File: src/hdl/ipcd_pkg.sv
// Types and constants shared by the image pair compare and diff block.
package ipcd_pkg;

    // Diff pixel colors and the fixed red limit
    localparam logic [7:0] RED_LIMIT      = 8'd25;
    localparam logic [7:0] MARK_RED       = 8'd255;
    localparam logic [7:0] MARK_GREEN_BLUE = 8'd40;
    localparam logic [7:0] GRAY_MAX       = 8'd102;

    // Reset value of the change threshold register
    localparam logic [7:0] THRESH_RESET = 8'd25;

    // Frame length beyond which pixels no longer reach the totals
    localparam logic [24:0] MAX_PIXELS = 25'd16777216;

    // Luminance weights, scaled by 1000
    localparam logic [17:0] LUM_WR = 18'd299;
    localparam logic [17:0] LUM_WG = 18'd587;
    localparam logic [17:0] LUM_WB = 18'd114;

    // floor(s / 1000) = (s * LUM_RECIP) >> LUM_SHIFT, exact for s below 493000
    localparam logic [36:0] LUM_RECIP = 37'd268436;
    localparam int          LUM_SHIFT = 28;

    // floor(lum * 4 / 10) = (lum * GRAY_MUL) >> GRAY_SHIFT for lum below 512
    localparam logic [16:0] GRAY_MUL   = 17'd205;
    localparam int          GRAY_SHIFT = 9;

    typedef struct packed {
        logic [7:0] a_red;
        logic [7:0] a_green;
        logic [7:0] a_blue;
        logic [7:0] a_alpha;
        logic [7:0] b_red;
        logic [7:0] b_green;
        logic [7:0] b_blue;
        logic [7:0] b_alpha;
        logic       last_pixel;
    } pixel_pair_t;

    typedef struct packed {
        logic [7:0]  out_red;
        logic [7:0]  out_green;
        logic [7:0]  out_blue;
        logic [33:0] abs_diff_total;
        logic [24:0] changed_total;
        logic [24:0] pixel_total;
        logic        all_identical;
        logic        frame_done;
    } diff_result_t;

    // Frame totals as they travel down the pipeline with their pixel
    typedef struct packed {
        logic [33:0] abs_diff_total;
        logic [24:0] changed_total;
        logic [24:0] pixel_total;
        logic        all_identical;
        logic        frame_done;
    } frame_totals_t;

endpackage

File: src/hdl/image_pair_compare_diff.sv
// Image pair compare: diff pixel per RGBA pair plus per-frame difference totals.
//
//   channel  direction  payload          accepted when
//   -------  ---------  ---------------  -------------------------
//   in       sink       pixel_pair_t     in_valid && in_ready
//   out      source     diff_result_t    out_valid && out_ready
//   cfg      sink       change threshold cfg_valid && cfg_ready
//
// One item per cycle sustained while out_ready is high; an accepted item goes from the input
// register through weighted sum and accumulate, reciprocal multiply and the output register.
// The reciprocal multiply for the divide by 1000 sets the depth of the pipeline.
// The pipeline stalls as a whole only when a full output register is not taken;
// empty stages keep filling, so input is taken while a result waits.
// rst_n clears all valid flags and the frame accumulators, and sets the threshold to 25.
// cfg_ready is always high; the threshold is sampled when a pixel leaves the input register.
module image_pair_compare_diff (
    input  logic                  clk,
    input  logic                  rst_n,
    input  logic                  in_valid,
    output logic                  in_ready,
    input  ipcd_pkg::pixel_pair_t in_data,
    output logic                  out_valid,
    input  logic                  out_ready,
    output ipcd_pkg::diff_result_t out_data,
    input  logic                  cfg_valid,
    output logic                  cfg_ready,
    input  logic [7:0]            cfg_data
);
    import ipcd_pkg::*;

    // Configuration
    logic [7:0] threshold_reg;

    // Stage enables: a stage loads when it is empty or its content moves on
    logic en_s1;
    logic en_s2;
    logic en_s3;
    logic en_out;

    // Stage 1: input register
    logic        s1_valid_reg;
    pixel_pair_t s1_data_reg;

    // Stage 2: weighted sum, red decision, totals
    logic          s2_valid_reg;
    logic [17:0]   s2_lum_sum_reg;
    logic          s2_red_reg;
    frame_totals_t s2_totals_reg;

    // Stage 3: luminance
    logic          s3_valid_reg;
    logic [7:0]    s3_lum_reg;
    logic          s3_red_reg;
    frame_totals_t s3_totals_reg;

    // Output register
    logic         out_valid_reg;
    diff_result_t out_data_reg;

    // Frame accumulators
    logic [33:0] diff_sum_acc_reg;
    logic [33:0] diff_sum_acc_next;
    logic [24:0] changed_acc_reg;
    logic [24:0] changed_acc_next;
    logic [24:0] pixel_acc_reg;
    logic [24:0] pixel_acc_next;
    logic        equal_so_far_reg;
    logic        equal_so_far_next;

    // Stage 1 combinational work
    logic [7:0]    diff_r;
    logic [7:0]    diff_g;
    logic [7:0]    diff_b;
    logic [7:0]    diff_max;
    logic [9:0]    diff_rgb;
    logic          mismatch;
    logic          in_range;
    logic [17:0]   lum_sum;
    logic [33:0]   diff_sum;
    logic [24:0]   changed_sum;
    logic [24:0]   pixel_sum;
    logic          equal_now;
    frame_totals_t totals;

    // Stage 2 and 3 arithmetic
    logic [36:0] lum_prod;
    logic [16:0] gray_prod;
    logic [7:0]  gray;

    assign en_out   = !out_valid_reg || out_ready;
    assign en_s3    = !s3_valid_reg || en_out;
    assign en_s2    = !s2_valid_reg || en_s3;
    assign en_s1    = !s1_valid_reg || en_s2;
    assign in_ready = en_s1;

    assign cfg_ready = 1'b1;
    assign out_valid = out_valid_reg;
    assign out_data  = out_data_reg;

    always_comb
    begin
        diff_r = (s1_data_reg.a_red > s1_data_reg.b_red)
            ? s1_data_reg.a_red - s1_data_reg.b_red
            : s1_data_reg.b_red - s1_data_reg.a_red;
        diff_g = (s1_data_reg.a_green > s1_data_reg.b_green)
            ? s1_data_reg.a_green - s1_data_reg.b_green
            : s1_data_reg.b_green - s1_data_reg.a_green;
        diff_b = (s1_data_reg.a_blue > s1_data_reg.b_blue)
            ? s1_data_reg.a_blue - s1_data_reg.b_blue
            : s1_data_reg.b_blue - s1_data_reg.a_blue;

        diff_max = (diff_r > diff_g) ? diff_r : diff_g;
        diff_max = (diff_max > diff_b) ? diff_max : diff_b;
        diff_rgb = 10'(diff_r) + 10'(diff_g) + 10'(diff_b);

        mismatch = (diff_rgb != 10'd0) || (s1_data_reg.a_alpha != s1_data_reg.b_alpha);

        lum_sum = LUM_WR * 18'(s1_data_reg.a_red)
                + LUM_WG * 18'(s1_data_reg.a_green)
                + LUM_WB * 18'(s1_data_reg.a_blue);

        // Pixels past the frame limit still get a diff pixel but touch no total
        in_range    = pixel_acc_reg < MAX_PIXELS;
        pixel_sum   = pixel_acc_reg + 25'(in_range);
        diff_sum    = diff_sum_acc_reg + (in_range ? 34'(diff_rgb) : 34'd0);
        changed_sum = changed_acc_reg + 25'(in_range && (diff_max > threshold_reg));
        equal_now   = equal_so_far_reg && !(in_range && mismatch);

        if (s1_data_reg.last_pixel)
        begin
            totals.abs_diff_total = diff_sum;
            totals.changed_total  = changed_sum;
            totals.pixel_total    = pixel_sum;
            totals.all_identical  = equal_now;
            totals.frame_done     = 1'b1;
            diff_sum_acc_next     = 34'd0;
            changed_acc_next      = 25'd0;
            pixel_acc_next        = 25'd0;
            equal_so_far_next     = 1'b1;
        end
        else
        begin
            totals            = '0;
            diff_sum_acc_next = diff_sum;
            changed_acc_next  = changed_sum;
            pixel_acc_next    = pixel_sum;
            equal_so_far_next = equal_now;
        end
    end

    // Divide by 1000 through the reciprocal, then scale to 40 percent
    assign lum_prod  = 37'(s2_lum_sum_reg) * LUM_RECIP;
    assign gray_prod = 17'(s3_lum_reg) * GRAY_MUL;
    assign gray      = gray_prod[GRAY_SHIFT +: 8];

    // Control state: valid flags, accumulators, threshold
    always_ff @(posedge clk or negedge rst_n)
    begin
        if (!rst_n)
        begin
            threshold_reg    <= THRESH_RESET;
            s1_valid_reg     <= 1'b0;
            s2_valid_reg     <= 1'b0;
            s3_valid_reg     <= 1'b0;
            out_valid_reg    <= 1'b0;
            diff_sum_acc_reg <= 34'd0;
            changed_acc_reg  <= 25'd0;
            pixel_acc_reg    <= 25'd0;
            equal_so_far_reg <= 1'b1;
        end
        else
        begin
            if (cfg_valid && cfg_ready)
            begin
                threshold_reg <= cfg_data;
            end
            if (en_s1)
            begin
                s1_valid_reg <= in_valid;
            end
            if (en_s2)
            begin
                s2_valid_reg <= s1_valid_reg;
            end
            if (en_s3)
            begin
                s3_valid_reg <= s2_valid_reg;
            end
            if (en_out)
            begin
                out_valid_reg <= s3_valid_reg;
            end
            // Advance the frame state when a pixel leaves the input register
            if (en_s2 && s1_valid_reg)
            begin
                diff_sum_acc_reg <= diff_sum_acc_next;
                changed_acc_reg  <= changed_acc_next;
                pixel_acc_reg    <= pixel_acc_next;
                equal_so_far_reg <= equal_so_far_next;
            end
        end
    end

    // Payload registers: hold while stalled, no reset needed
    always_ff @(posedge clk)
    begin
        if (en_s1)
        begin
            s1_data_reg <= in_data;
        end
        if (en_s2)
        begin
            s2_lum_sum_reg <= lum_sum;
            s2_red_reg     <= diff_max > RED_LIMIT;
            s2_totals_reg  <= totals;
        end
        if (en_s3)
        begin
            s3_lum_reg    <= lum_prod[LUM_SHIFT +: 8];
            s3_red_reg    <= s2_red_reg;
            s3_totals_reg <= s2_totals_reg;
        end
        if (en_out)
        begin
            out_data_reg.out_red        <= s3_red_reg ? MARK_RED : gray;
            out_data_reg.out_green      <= s3_red_reg ? MARK_GREEN_BLUE : gray;
            out_data_reg.out_blue       <= s3_red_reg ? MARK_GREEN_BLUE : gray;
            out_data_reg.abs_diff_total <= s3_totals_reg.abs_diff_total;
            out_data_reg.changed_total  <= s3_totals_reg.changed_total;
            out_data_reg.pixel_total    <= s3_totals_reg.pixel_total;
            out_data_reg.all_identical  <= s3_totals_reg.all_identical;
            out_data_reg.frame_done     <= s3_totals_reg.frame_done;
        end
    end

endmodule

File: config.mk
export PLATFORM = sky130hd
export DESIGN_NAME = image_pair_compare_diff
export DESIGN_NICKNAME = d
export VERILOG_FILES = /design/src/hdl/ipcd_pkg.sv /design/src/hdl/image_pair_compare_diff.sv
export SDC_FILE = /design/constraint.sdc
export NUM_CORES = 1
export LEC_CHECK = 0
export BUFFER_PORTS_ARGS = -buffer_cell sky130_fd_sc_hd__buf_2
export CAP_MARGIN = 20
export CORE_MARGIN = 4
export CORE_UTILIZATION = 39
export DETAILED_ROUTE_END_ITERATION = 6
export GPL_ROUTABILITY_DRIVEN = 1
export PLACE_DENSITY_LB_ADDON = 0.05
export SETUP_SLACK_MARGIN = 0.02
export SKIP_LAST_GASP = 1
export SYNTH_ARGS = -nofsm -noshare
export SYNTH_HDL_FRONTEND = slang
export SYNTH_SLANG_ARGS = --single-unit
File: constraint.sdc
create_clock -name clk -period 11.35 [get_ports clk]
set_input_delay 2.8375 -clock clk [delete_from_list [all_inputs] [get_ports clk]]
set_output_delay 2.8375 -clock clk [all_outputs]
set_load 0.01 [all_outputs]
# Word level (Yosys, flattened, before mapping)
# Index checks and enable logic that the tools add are counted.
[totals]
regBits = 464
out_inout_bits = 113
wordCells = 95
[op_classes]
add_sub_neg = 13
multipliers = 5
n_lt_le_gt_ge = 8
eq_ne = 1
n_mux = 12
reduce_logical = 15
[ops]
columns = ["operator", "n"]
rows = [
  ["adder 25 x 1 -> 25 bit", 2],
  ["two-way mux 25 bit", 2],
  ["greater-than comparator 8 bit", 6],
  ["two-way mux 8 bit", 6],
  ["subtractor 8 bit", 6],
  ["adder 34 x 10 -> 34 bit", 1],
  ["multiplier 18 x 17 -> 34 bit (second input constant)", 1],
  ["two-way mux 34 bit", 1],
  ["< comparator 25 bit (second input constant)", 1],
  ["adder 17 x 18 -> 18 bit", 1],
  ["adder 18 x 15 -> 18 bit", 1],
  ["multiplier 10 x 8 -> 18 bit (first input constant)", 1],
  ["multiplier 9 x 8 -> 17 bit (first input constant)", 1],
  ["multiplier 8 x 8 -> 16 bit (second input constant)", 1],
  ["multiplier 6 x 8 -> 14 bit (first input constant)", 1],
  ["adder 9 x 8 -> 10 bit", 1],
  ["two-way mux 10 bit", 1],
  ["nonzero test 10 bit", 1],
  ["adder 8 x 8 -> 9 bit", 1],
  ["greater-than comparator 8 x 5 -> 1 bit (second input constant)", 1],
  ["!= test 8 bit", 1],
  ["logical NOT 1 bit", 5],
  ["logical OR 1 bit", 5],
  ["logical AND 1 bit", 4],
  ["two-way mux 1 bit", 2],
]

# Logic depth before layout (Yosys ltp)
# Gate-level depths: netlist (run 1).
[depth]
ltp_word = 10
depth_mapped = 48
mapped_depth_nobuf = 44

# Least setup slack after synthesis (run 1)
# OpenSTA, ideal clock, no wires.
[synth_path]
kind = "register to register"
from = "register s1_data_reg[57] (netlist name)"
to = "register s2_totals_reg[49] (netlist name) (data pin)"
setup_time_ns = 0.255
t_arrival_ns = 8.997
required_ns = 11.095
setup_slack_ns = 2.098
path_stages_with_launch = 47
n_path_buf = 3
path_cell_list = "edfxtp_1 inv_1 ha_1 inv_1 fa_1 a211oi_1 o21ai_1 a31oi_1 nor2_2 a2111oi_0 a21oi_1 xnor2_1 inv_1 ha_1 or4_1 nor4b_1 o21bai_1 clkbuf_8 [11 not listed] ha_1 nor2b_1 o21ai_0 nand2b_1 a21oi_1 o21ai_0 o211a_1 ha_1 ha_1 and3_1 nand4_1 nor3_1 and3_1 clkbuf_1 nand3_1 nor2_1 xor2_1 and2_1"
[synth_between]
elab_chain_cells = 9
[synth_lines]
columns = ["element", "line_no", "text"]
rows = [
  ["start: declaration", "image_pair_compare_diff.sv:42", "pixel_pair_t s1_data_reg;"],
  ["start signal: assignment", "image_pair_compare_diff.sv:209", "s1_data_reg <= in_data;"],
  ["subtractor 8 bit (tied with other cells)", "image_pair_compare_diff.sv:104", ": s1_data_reg.b_red - s1_data_reg.a_red;"],
  ["two-way mux 8 bit *", "image_pair_compare_diff.sv:103", "? s1_data_reg.a_red - s1_data_reg.b_red"],
  ["greater-than comparator 8 bit", "image_pair_compare_diff.sv:112", "diff_max = (diff_r > diff_g) ? diff_r : diff_g;"],
  ["two-way mux 8 bit *", "image_pair_compare_diff.sv:112", ""],
  ["greater-than comparator 8 bit", "image_pair_compare_diff.sv:113", "diff_max = (diff_max > diff_b) ? diff_max : diff_b;"],
  ["two-way mux 8 bit *", "image_pair_compare_diff.sv:113", ""],
  ["greater-than comparator 8 bit *", "image_pair_compare_diff.sv:126", "changed_sum = changed_acc_reg + 25'(in_range && (diff_max > threshold_reg));"],
  ["logical AND 1 bit *", "image_pair_compare_diff.sv:126", ""],
  ["adder 25 x 1 -> 25 bit *", "image_pair_compare_diff.sv:126", ""],
  ["end signal: assignment", "image_pair_compare_diff.sv:215", "s2_totals_reg <= totals;"],
  ["end: declaration", "image_pair_compare_diff.sv:48", "frame_totals_t s2_totals_reg;"],
]
# Every way passes the cells marked *; elsewhere a longest branch is shown, timed or not.
# A chain may end at the register's enable or synchronous reset.

# Worst setup path in the final report (run 1)
# Ends and elaborated chain as after synthesis.

==> summary.txt, run 1 <==
STA
  – Slew headroom: 31.33%
  – Fmax: 95.27 MHz
  – Crit path time final: 10500 ps
  – Worst-Margin Slew: 1030 ps
  – Worst Skew: 20.62 ps
  – Final period utilization: 92.48%
  – RSZ-0062 raised after global routing: yes
  – Final Hold Fails: 0
  – # setup viols final: 0
  – Slew Limit Fails: 0

Yosys
  – EDFF count, synth: 364
  – Compound-Gate Fraction of Synth Area: 8.616%
  – Synth Area in XOR/XNOR: 4.265%
  – Cell Area, Synth: 29360 µm²
  – Synth area leaders: edfxtp_1 (37%), ha_1 (17%), fa_1 (9.7%)
  – Simple-gate share of the synthesized area: 8.169%
  – Share of flip-flops with an asynchronous set or reset: 21.04%
  – Top cell type by total area after synthesis: edfxtp_1
  – Synth Area per Inst: 11.80 µm²
  – Prevailing post-synth register cell: edfxtp_1
  – Sequential area share after synthesis: 45.51%
  – Ys Warns: 0
  – Post-Synthesis Cells: 2488
  – Yosys cell types: 73
  – Main combinational cell family by area after synthesis: adder cells
  – Post-synthesis adder-cell area fraction: 26.37%
  – Yosys top cell area share: 37.23%
  – Mux cell area share after synthesis: 0.9502%
  – #FFs+latches synth: 461

Setup path
  – Data required time at the worst endpoint: 11710 ps
  – Crit path capture type: flip-flop
  – FF-to-FF path depth: 42
  – Worst EP arrival: 10850 ps
  – Critical path fanouts, max: 15
  – Crit start category: flip-flop
  – CP peak stage delay: 560 ps
  – Crit path kind: flip-flop to flip-flop
  – Crit path max-delay cell type: or4_1

Place
  – Number of port buffers: 187
  – Hpwl dp: 46990 µm
  – Post-placement cell area: 31270 µm²
  – Gpl congestion: 0.8543

Cells and area
  – # diodes: 0
  – Final instance area: 33180 µm²
  – Most frequent cells in the layout: ha_1 (390), inv_1 (379), edfxtp_1 (364), buf_2 (186), o21ai_0 (149)
  – Layout Nets: 3280
  – P&R area growth vs syn: 13.01%
  – Filler instances: 7005
  – Largest register FFs: 99
  – Leading cell type in the layout, fill and taps excluded: ha_1
  – Layout cell share with drive strength beyond 1: 12.42%

Floorplan
  – # IOs: 191
  – Die X: 282.4 µm
  – Core region area: 74570 µm²
  – Initial Util: 39.38%
  – Die area: 79740 µm²
  – Die height: 282.4 µm
  – Std-Cell Rows: 100

GRT
  – Total gr overflow: 0
  – Tot GR Track Use: 16.09%
  – Vias in the first global route: 18913
  – First-pass GRT wire length: 102100 µm
  – Initial antenna violation count: 2
  – Pin count of the biggest net entering global routing: 122

Clock tree
  – CTS clk-pin slew, worst paths: 60 ps
  – H-Tree Depth: 2
  – TritonCTS clock tree: built
  – Root cell of the clock tree: clkbuf_16
  – Clk Latency, worst-skew pair: 610 ps
  – Clock sinks: 461
  – Cts bufs inserted: 53
  – Clock tree buffer depth: 3
  – Postcts setup bufs: 0

Drt
  – Detail Route Antenna Nets: 0
  – Vias: 18150
  – DRC Markers: 0
  – Via density: 4.928
  – 1st-pass router iterations: 5
  – DRT iter0 DRCs: 1025
  – Wire per inst: 17.37 µm
  – WL final: 63970 µm

Hold path
  – Min-Delay Path Class: flip-flop to flip-flop
  – Hold path depth: 0

Status
  – Status: finished clean

Flow run
  – Number of max-cap violations: 0
-- per-stage QoR --
stage	hold WS [ps]	setup WS (ps)	setup TNS (ps)	std cells	utilization (%)
after global placement	400.9	821.8	0	3581	41.93
final	410.8	853.8	0	3683	44.50
after CTS	412.4	514.0	0	3681	44.43
after floorplan	400.3	2098	0	2489	-
after global routing	420.2	-36.01	-36.01	3683	44.50
after detailed placement	404.5	567.7	0	3581	41.93
-- final timing paths --
kind / start / to / slack, ps
worst max register to register: s1_data_reg[57] / s2_totals_reg[49] / 850
max in group asynchronous: rst_n / diff_sum_acc_reg[28] / 7840
worst max-delay path: s1_data_reg[57] / s2_totals_reg[49] / 850
worst min register to register: s2_totals_reg[27] / s3_totals_reg[27] / 410
worst min-delay path: s2_totals_reg[27] / s3_totals_reg[27] / 410
min in group asynchronous: rst_n / threshold_reg[2] / 2270
-- worst max-delay path, delay by kind of cell (launching register included) --
kind / cells / cell delay, ps
buf+inv: 7 / 890
simple gates: 13 / 3110
compound gates: 12 / 3080
flops: 1 / 510
xor+xnor: 2 / 350
fa+ha+maj: 7 / 1960
mux: 1 / 330
-- layout make-up --
class                   count  area, µm²  area share [%]
multi-input cells        1573      14260           42.97
flip-flops and latches    461      13360           40.27
inverters                 380       1429           4.306
clock buffers              61       1386           4.178
well taps                 969       1212           3.654
repair buffers            200       1056           3.182
clock inverters            39      478.0           1.440
-- per-layer routing --
layer  share of wire, %  wire (µm)  vias to the layer above  global-route usage (%)
li1                   -          -                     8933                       -
met1                 47      30190                     8838                   22.41
met2                 47      30240                      311                   27.12
met3                3.9       2489                       68                   2.303
met4                1.6       1045                        0                   3.229
met5                  0          0                        -                       0
-- cell families (layout without fill, tap and decap cells) --
kind of cell               count (synthesis)  count (layout)
AOI/OAI and AO/OA                        403             403
xor gates and xnor gates                 143             143
adders and majority gates                533             533
buffers and inverters                    455             680
DFF                                      461             461
muxes                                     27              27
other                                      2               3
and+or+nand+nor                          464             464
-- repair_timing --
action / in CTS / in global routing
setup endpoints to repair: 0 / 11
endpoints found under the hold margin: 0 / 0
resized for setup: 0 / 3
hold buffers: 0 / 0
-- synth_stat cells (all sizes together) (3+ instances only) --
library cell	instances
ha	390
inv	380
edfxtp	364
o21ai	150
fa	143
nand2	129
dfrtp	93
and2	88
nor2	81
xnor2	81
a21oi	79
xor2	62
clkbuf	50
o31ai	36
and3	35
nand3	32
a21o	25
buf	25
a31oi	24
nor3	23
mux2i	20
o21bai	18
nand4	17
nor2b	15
a22o	13
nand2b	12
o211ai	9
o21a	8
or2	8
and4	7
mux2	7
nand3b	6
a211oi	5
a221oi	5
a31o	5
dfstp	4
nor4	4
a2111oi	3
a21boi	3
o2111ai	3
o211a	3
o41ai	3
or4	3
Power of run 1 is not shown: default switching activity piles up to over one toggle a cycle in this logic, so the estimate is an artifact.
==> run 2, diff against run 1 <==
CORE_ASPECT_RATIO = 1.75   (was default)
==> run 2 against run 1 <==
Die area increased by 0.22%. Register-to-register slack improved by 190 ps. Cell area decreased by 1.1%. Global-route usage increased by 0.65 points. Non-clock buffer count increased by 2. Cell count decreased by 1.2%. First-iteration DRC count decreased by 13%. Worst hold slack improved by 5.4 ps. Wire length increased by 3.8%. Critical path type unchanged.
==> summary.txt, run 2 (synthesized netlist as in run 1, its figures left out) <==
Clock tree
  – # hold bufs at CTS: 0
  – Clock tree buffer depth: 3
  – CTS clk-pin slew, worst paths: 70 ps
  – Resize count post-CTS: 0
  – Cts bufs inserted: 45
  – Clk Latency, worst-skew pair: 600 ps
  – Root cell of the clock tree: clkbuf_16
  – TritonCTS clock tree: built
  – Clock sinks: 461
  – H-Tree Depth: 2
  – Postcts setup bufs: 0

Place
  – Hpwl dp: 52420 µm
  – Number of port buffers: 187
  – Dpl ws: 1091 ps
  – Post-placement cell area: 31250 µm²
  – Gpl congestion: 0.8910

Cells and area
  – Final instance area: 32830 µm²
  – Leading cell type in the layout, fill and taps excluded: ha_1
  – Area taken by multi-input logic gates: 14240 µm²
  – Most frequent cells in the layout: ha_1 (390), inv_1 (379), edfxtp_1 (364), buf_2 (186), o21ai_0 (149)
  – Layout cell share with drive strength beyond 1: 12.07%
  – Largest register FFs: 99
  – Layout Nets: 3274
  – # diodes: 0
  – P&R area growth vs syn: 11.80%
  – Reg area: 13360 µm²
  – Filler instances: 7032

Floorplan
  – Die X: 215.4 µm
  – Core region area: 74320 µm²
  – Die area: 79920 µm²
  – Std-Cell Rows: 132
  – Die height: 371.0 µm
  – # IOs: 191
  – Initial Util: 39.51%

STA
  – Crit path time final: 10310 ps
  – Fmax: 96.99 MHz
  – Final period utilization: 90.84%
  – Post-route setup TNS: 0 ps
  – Final Hold Fails: 0
  – Worst Skew: 19.81 ps
  – Worst-Margin Slew: 1052 ps
  – Final WS setup: 1040 ps
  – RSZ-0062 raised after global routing: no
  – Slew Limit Fails: 0
  – Slew headroom: 29.86%
  – # setup viols final: 0

Flow run
  – Number of max-cap violations: 0

GRT
  – Initial antenna violation count: 0
  – First-pass GRT wire length: 105700 µm
  – Pin count of the biggest net entering global routing: 91
  – Vias in the first global route: 19134
  – Tot GR Track Use: 16.75%
  – Total gr overflow: 0

Drt
  – 1st-pass router iterations: 5
  – DRT iter0 DRCs: 889
  – Wire per inst: 18.26 µm
  – DRC Markers: 0
  – Detail Route Antenna Nets: 0
  – Vias: 18159
  – WL final: 66420 µm
  – Via density: 4.991

Setup path
  – Worst Path Buf+Inv: 7
  – Crit path capture type: flip-flop
  – CP top delay family: simple AND/OR/NAND/NOR gates
  – Crit path max-delay cell type: or4_1
  – Critical path fanouts, max: 15
  – Crit path kind: flip-flop to flip-flop
  – Crit start category: flip-flop
  – Data required time at the worst endpoint: 11690 ps
  – Worst EP arrival: 10650 ps
  – CP peak stage delay: 560 ps

Status
  – Status: finished clean

Hold path
  – Min-Delay Path Class: flip-flop to flip-flop
==> run 2: cell types whose count changed in the layout (fill, tap and decap cells not counted), moves of 2 or more <==
cell | before | now
clkbuf_16 | 53 | 46
clkinv_2 | 13 | 7
bufinv_16 | 9 | 4
clkinv_1 | 8 | 3
inv_6 | 1 | 6
clkbuf_8 | 3 | 6
clkinv_4 | 4 | 1
clkinvlp_4 | 1 | 4
buf_4 | 13 | 15
clkbuf_1 | 5 | 3
==> run 2: path summary, 6_finish.rpt <==
kind                                        start                    to  slack, ps  depth (start not counted)
worst max-delay path              s1_data_reg[57]     s2_totals_reg[49]       1040                         42
worst min-delay path            s3_totals_reg[18]          out_data[18]        420                          0
worst max register to register    s1_data_reg[57]     s2_totals_reg[49]       1040                         42
worst min register to register  s3_totals_reg[18]          out_data[18]        420                          0
max in group asynchronous                   rst_n  diff_sum_acc_reg[24]       7840                          2
min in group asynchronous                   rst_n     pixel_acc_reg[15]       2220                          1
==> run 2: area by class of cell <==
type                       instances  share of cell area [%]
clock inverter                    29                  0.9490
sequential                       461                   40.70
multi-input combinational       1573                   43.39
inverter                         380                   4.352
timing repair buffer             202                   3.240
clock buffer                      55                   3.792
tap                              938                   3.575
==> run 2: metrics by stage <==
step	instances	util, %	hold slack, ps
6_report	3638	44.17	416.1
4_1_cts	3637	44.14	415.3
5_1_grt	3638	44.17	422.5
2_1_floorplan	2489	-	400.3
3_5_place_dp	3553	42.05	404.5
3_3_place_gp	3553	42.05	401.3
==> run 2: metal layers <==
layer | up-vias | track usage (%) | wire [µm]
met5 | - | 0 | 0
met4 | 0 | 6.384 | 2743
met3 | 98 | 2.442 | 2253
met2 | 280 | 32.89 | 37120
met1 | 8875 | 17.88 | 24300
li1 | 8906 | - | -
Power of run 2 is left out for the same reason.
==> run 3, diff against run 2 <==
CAP_MARGIN = default   (was 20)
clock period = 11.2 ns   (was 11.35 ns; I/O delays follow)
==> run 3 against run 2 <==
Cell count is essentially flat. Die area did not move. Worst setup slack lost 210 ps. Cell area down 0.11%. Register-to-register slack lost 210 ps. Maximum frequency decreased by 0.59%. Non-clock buffer count decreased by 1. Count of clock-buffer cells in the layout decreased by 2. First-iteration DRC count decreased by 14%. Utilization hardly changed. Critical path depth is 2 lower. Wire length up 0.30%. Largest cell class unchanged.
==> summary.txt, run 3 (synthesized netlist as in run 1, its figures left out) <==
Cells and area
  – Largest register FFs: 99
  – P&R area growth vs syn: 11.68%
  – Filler instances: 7011
  – Layout cell share with drive strength beyond 1: 11.93%
  – Most frequent cells in the layout: ha_1 (390), inv_1 (379), edfxtp_1 (364), buf_2 (186), o21ai_0 (149)
  – Leading cell type in the layout, fill and taps excluded: ha_1
  – # diodes: 0
  – Layout Nets: 3273

STA
  – Worst-Margin Slew: 1167 ps
  – Final period utilization: 92.60%
  – Slew Limit Fails: 0
  – RSZ-0062 raised after global routing: no
  – Slew headroom: 22.22%
  – Fmax: 96.42 MHz
  – # setup viols final: 0
  – Crit path time final: 10370 ps
  – Final Hold Fails: 0
  – Post-route setup TNS: 0 ps
  – Worst Skew: 36.03 ps
  – Final WS setup: 829.2 ps

Drt
  – DRT iter0 DRCs: 768
  – 1st-pass router iterations: 5
  – DRC Markers: 0
  – Detail Route Antenna Nets: 0
  – Wire per inst: 18.32 µm
  – WL final: 66610 µm
  – Via density: 4.965
  – Vias: 18059

Clock tree
  – Resize count post-CTS: 0
  – TritonCTS clock tree: built
  – # hold bufs at CTS: 0
  – Root cell of the clock tree: clkbuf_16
  – Cts bufs inserted: 45
  – CTS clk-pin slew, worst paths: 60 ps
  – Clock sinks: 461
  – Clock tree buffer depth: 3
  – Postcts setup bufs: 0
  – H-Tree Depth: 2
  – Clk Latency, worst-skew pair: 610 ps

Setup path
  – Crit start category: flip-flop
  – Worst EP arrival: 10730 ps
  – Crit path capture type: flip-flop
  – Crit path max-delay cell type: or4_1
  – Most frequent cell on the critical path: inv_1
  – CP peak stage delay: 560 ps
  – Data required time at the worst endpoint: 11560 ps
  – FF-to-FF path depth: 40
  – Crit path kind: flip-flop to flip-flop
  – Critical path fanouts, max: 15

Floorplan
  – Die height: 371.0 µm
  – Die area: 79920 µm²
  – Core region area: 74320 µm²
  – Initial Util: 39.51%
  – Die X: 215.4 µm
  – Std-Cell Rows: 132
  – # IOs: 191

Place
  – Dpl ws: 920.7 ps
  – Gpl congestion: 0.8876
  – Number of port buffers: 187
  – Hpwl dp: 52680 µm

Flow run
  – Number of max-cap violations: 0

GRT
  – Vias in the first global route: 19189
  – Initial antenna violation count: 0
  – Pin count of the biggest net entering global routing: 91
  – First-pass GRT wire length: 104700 µm
  – Tot GR Track Use: 16.63%
  – Total gr overflow: 0

Hold path
  – Hold path depth: 0
  – Min-Delay Path Class: flip-flop to flip-flop

Status
  – Status: finished clean
-- run 3: cell count changes in the layout (fill, tap and decap cells not counted), sizes merged --
cell	before	now
inv	389	383
clkinv	12	17
clkinvlp	4	6
clkbuf	55	53
buf	202	201
bufinv	4	5
-- run 3: metal layers --
metal  vias to the layer above  share of wire (%)  track usage (%)
li1                       8891                  -                -
met5                         -                  0                0
met2                       299                 55            32.15
met4                         0                5.6            8.268
met3                       107                3.0            2.073
met1                      8762                 37            17.59
-- run 3: path summary, 6_finish.rpt --
| check | to | from | slack [ps] |
|---|---|---|---|
| setup / recovery | s2_totals_reg[50] | s1_data_reg[57] | 830 |
| hold / removal | s3_totals_reg[13] | s2_totals_reg[13] | 420 |
| setup reg to reg | s2_totals_reg[50] | s1_data_reg[57] | 830 |
| hold reg to reg | s3_totals_reg[13] | s2_totals_reg[13] | 420 |
| max in group asynchronous | changed_acc_reg[11] | rst_n | 7780 |
| min in group asynchronous | pixel_acc_reg[20] | rst_n | 2180 |
-- run 3: critical path, delay by kind of cell (launching register included) --
kind / cells / cell delay [ps]
compound gates: 12 / 3330
xor+xnor: 2 / 410
fa+ha+maj: 6 / 1550
buf+inv: 6 / 620
flops: 1 / 500
mux: 1 / 310
simple gates: 13 / 3400
-- run 3: cell type report --
| type | instances | area, µm² | share of cell area [%] |
|---|---|---|---|
| clock buffer | 53 | 1176 | 3.586 |
| clock inverter | 31 | 360.3 | 1.099 |
| inverter | 380 | 1429 | 4.357 |
| multi-input combinational | 1573 | 14250 | 43.45 |
| sequential | 461 | 13360 | 40.75 |
| tap | 938 | 1174 | 3.579 |
| timing repair buffer | 201 | 1044 | 3.182 |
-- run 3: metrics by stage --
stage / area (µm²) / util (%) / hold WS (ps) / cells
after CTS: 32790 / 44.12 / 416.3 / 3637
after floorplan: 29370 / - / 400.3 / 2489
after detailed placement: 31250 / 42.05 / 404.5 / 3553
after global placement: 31250 / 42.05 / 401.3 / 3553
after global routing: 32790 / 44.12 / 422.3 / 3637
final: 32790 / 44.12 / 416.5 / 3637
Power of run 3 is left out for the same reason.
